File: src/rtl/swti_pkg.sv
package swti_pkg;

    // One stored word: 20 bytes, first byte most significant.
    typedef struct packed {
        logic [63:0] hi;
        logic [63:0] mid;
        logic [31:0] lo;
    } t_word;

    // Result of comparing a stored entry against the search key.
    typedef struct packed {
        logic lt;
        logic eq;
    } t_cmp;

    // Request kinds.
    localparam logic ACT_INSERT = 1'b0;
    localparam logic ACT_READ   = 1'b1;

    // Result status codes.
    localparam logic [2:0] ST_INSERTED  = 3'd0;
    localparam logic [2:0] ST_DUPLICATE = 3'd1;
    localparam logic [2:0] ST_FULL      = 3'd2;
    localparam logic [2:0] ST_READ_OK   = 3'd3;
    localparam logic [2:0] ST_BEYOND    = 3'd4;

endpackage

File: src/rtl/swti_cmp.sv
module swti_cmp (
    input  swti_pkg::t_word i_entry,
    input  swti_pkg::t_word i_key,
    output swti_pkg::t_cmp  o_res
);
    import swti_pkg::*;

    // Bytewise lexicographic order equals unsigned order of the packed word.
    always_comb begin
        o_res.lt = (i_entry < i_key);
        o_res.eq = (i_entry == i_key);
    end

endmodule

File: config.mk
export PLATFORM = sky130hd
export DESIGN_NAME = swti_cmp
export DESIGN_NICKNAME = d
export VERILOG_FILES = /design/src/rtl/swti_pkg.sv /design/src/rtl/swti_cmp.sv
export SDC_FILE = /design/constraint.sdc
export NUM_CORES = 1
export LEC_CHECK = 0
export BUFFER_PORTS_ARGS = -buffer_cell sky130_fd_sc_hd__buf_4
export CORE_AREA = 2 2 124 126
export DETAILED_ROUTE_END_ITERATION = 8
export DIE_AREA = 0 0 126 128
export PLACE_DENSITY = 0.58
export SLEW_MARGIN = 15
export SYNTH_ARGS = -nofsm -noshare
export SYNTH_HDL_FRONTEND = slang
export SYNTH_SLANG_ARGS = --single-unit
File: constraint.sdc
create_clock -name vclk -period 2.7
set_clock_uncertainty 0.2 [all_clocks]
set_input_delay 0.27 -clock vclk [all_inputs]
set_output_delay 0.27 -clock vclk [all_outputs]
set_load 0.1 [all_outputs]
# Yosys cells after proc, flatten, opt, wreduce, memory -nomap -nowiden
# Cells that the tools add are included.
[op_classes]
n_eq_ne = 1
magnitude_cmp = 1
[op_table]
columns = ["cell", "n"]
rows = [
  ["$eq 160x160->1", 1],
  ["$lt 160x160->1", 1],
]
[word_totals]
output_inout_bits = 2
register_bits = 0
in_bits = 320
word_cells = 2

# Depth between registers and ports, before layout
[logic_depth]
depth_word = 1
depth_mapped = 10
depth_no_buf = 10

# Least setup slack after synthesis
# OpenSTA, ideal clock, no wires.
[synth_timing]
path_type = "input-to-output"
from = "input port i_key[159] (netlist bit)"
to = "output port o_res[0] (netlist bit)"
cell_stages = 7
arrival_ns = 3.604
t_required_ns = 2.230
n_path_buf = 0
path_slack_ns = -1.374
cell_sequence = "inv_1 ha_1 nand4_1 or4_1 nor3_1 nand3_1 nor3_1"
[synth_rtl]
columns = ["item", "line_no", "text"]
rows = [
  ["from (decl)", "swti_cmp.sv:3", "input swti_pkg::t_word i_key,"],
  ["to (decl)", "swti_cmp.sv:4", "output swti_pkg::t_cmp o_res"],
]

==> results_dict.tcl <==
set metrics [dict create \
    outcome "finished, violations left" \
    violations "setup timing" \
    synth_area_leader_cell "ha_1" \
    dpl_cell_area_um2 7050 \
    slew_viol_final 0 \
    globalRoute.totalOverflow 0 \
    regArea_um2 0 \
    fin_util 0.511 \
    first_global_vias 5042 \
    ios 322 \
    hold_start "i_entry[159]" \
    start_util 0.273 \
    die_y_um 128 \
    grt_antenna_before_repair 0 \
    antenna_cells 0 \
    seq_area_frac_synth 0 \
    drt-total-wl_um 15500 \
    firstDrtPassIters 6 \
    vias 5122 \
    final_layout_size_suffix_gt1_frac 0.466 \
    dp_slack_ns -0.363 \
    grt_start_max_net_pins 5 \
    synth_area_per_cell_um2 7.11 \
    end_kind "primary output" \
    final_cell_area_um2 7600 \
    chipWidth_um 126 \
    fp.coreArea_um2 14900 \
    crit_start "i_entry[158]" \
    dp_cells 1113 \
    synthTopCellsByArea "ha_1, inv_1, a21o_1" \
    worst_slew_pin_slew_ns 0.378 \
    max_freq_ghz 0.353 \
    dieArea_um2 16100 \
    antenna_left 0 \
    worst_ir_drop_vdd_mv 0.0569 \
    rsz0062_at_grt "yes" \
    worstSetupPathType "primary input to primary output" \
    hold_violations 0 \
    row_count 45 \
    stdcell_count 1117 \
    grtUsageTotal 0.175 \
    layout_setup_ws_ns -0.136 \
    netlist_instances 571 \
    synth_common_cells "ha_1, inv_1, a21oi_1" \
    gp_congestion 0.819 \
    synth_top_area_frac 0.493 \
    finalCriticalPeriod_ns 2.84 \
    dp_hpwl_um 14200 \
    portBuffers 322 \
    cp_max_fo 2 \
    yosysUniqueCellTypes 32 \
    syn2layout_area_growth_pct 87.0 \
    leakage_nw 4.46 \
    hold_path_class "primary input to primary output" \
    design.seq.count 0 \
    grt_first_pass_wirelength_um 23300 \
    drc 0 \
    cellPowerDensity_nw_per_um2 138 \
    finalSetupViolCount 1 \
    crit_required_ns 2.23 \
    clkbuf_count 0 \
    fin_nets 1411 \
    final.period_utilization 1.05 \
    first_iter_violations 99 \
    cap_violations 0 \
    via_per_inst 4.59 \
    start_kind "primary input" \
    arrival_ns 2.37 \
    setup_tns_ns -0.136 \
    slew_headroom 0.746 \
    syn-num-nets 1051 \
    yosysWarnings 0 \
    wire_per_inst_um 13.9 \
    postCtsHoldBufs 0 \
    synthesis.area_um2 4060 \
]
==> worst max-delay path, cell delays in order <==
cell     delay (ns)
buf_6          0.10
ha_4           0.26
nand4_1        0.14
or4_1          0.55
or4_4          0.54
a21oi_2        0.11
o21a_2         0.18
nor2_4         0.05
buf_12         0.16
==> cells in the final DEF (no fill, tap or decap), types with 2 or more instances in the layout <==
cell,count
buf_4,344
inv_1,146
ha_1,131
a21oi_1,43
a21o_1,35
nand4_1,31
ha_4,29
nand2_1,26
nor2_1,14
nand3_1,13
buf_6,11
o21ai_0,10
inv_2,9
a21oi_2,8
nor3_1,7
o21ai_1,6
a211oi_1,6
a221oi_2,4
and4_1,4
nor3_2,4
inv_4,3
nor2b_1,3
o211ai_1,3
nor4_1,3
nand2b_1,2
and4_4,2
a221o_1,2
or4_4,2
a31oi_1,2
nor3_4,2
a221oi_1,2
buf_12,2
==> layout make-up <==
cell class,instances,area (µm²)
Multi-Input combinational cell,411,3970
Inverter,160,626
Tap cell,188,235
Timing Repair Buffer,358,2760
Fill cell,1506,7270
==> routing by layer <==
layer  global-route usage  part of all wire  vias to the layer above
met2                0.349              0.52                      192
li1                     -                 -                     2712
met3               0.0346             0.082                       10
met1                0.198              0.39                     2208
met5                    0                 0                        -
met4               0.0116            0.0094                        0
==> report_power, final <==
group / leakage, nW / switching [mW] / internal [mW]
logic: 4.46 / 0.419 / 0.630
registers: 0 / 0 / 0
clock network: 0 / 0 / 0
==> repair_timing <==
item / 4_1_cts / 5_1_grt
hold endpoints to repair: 0 / 0
buffers inserted: 2 / 2
pin swaps: 24 / 37
resized for setup: 19 / 68
setup endpoints to repair: 2 / 2
==> per-stage QoR <==
step | hold WS, ns | power, mW
4_1_cts | 1.04 | 0.979
2_1_floorplan | 0.788 | 0.435
3_3_place_gp | 1.10 | 0.952
6_report | 0.983 | 1.05
5_1_grt | 1.02 | 1.18
3_5_place_dp | 1.10 | 0.956
==> worst paths after layout <==
kind | endpoint | depth (start not counted)
max | o_res[1] | 9
min | o_res[1] | 7
==> kinds of logic (layout without fill, tap and decap cells) <==
group / after synthesis / in the layout / share of synthesized area
and+or+nand+nor: 124 / 124 / 0.162
adders and majority gates: 160 / 160 / 0.493
buffers and inverters: 160 / 518 / 0.148
AOI/OAI and AO/OA: 127 / 127 / 0.197
(Power assumes the default switching activity.)
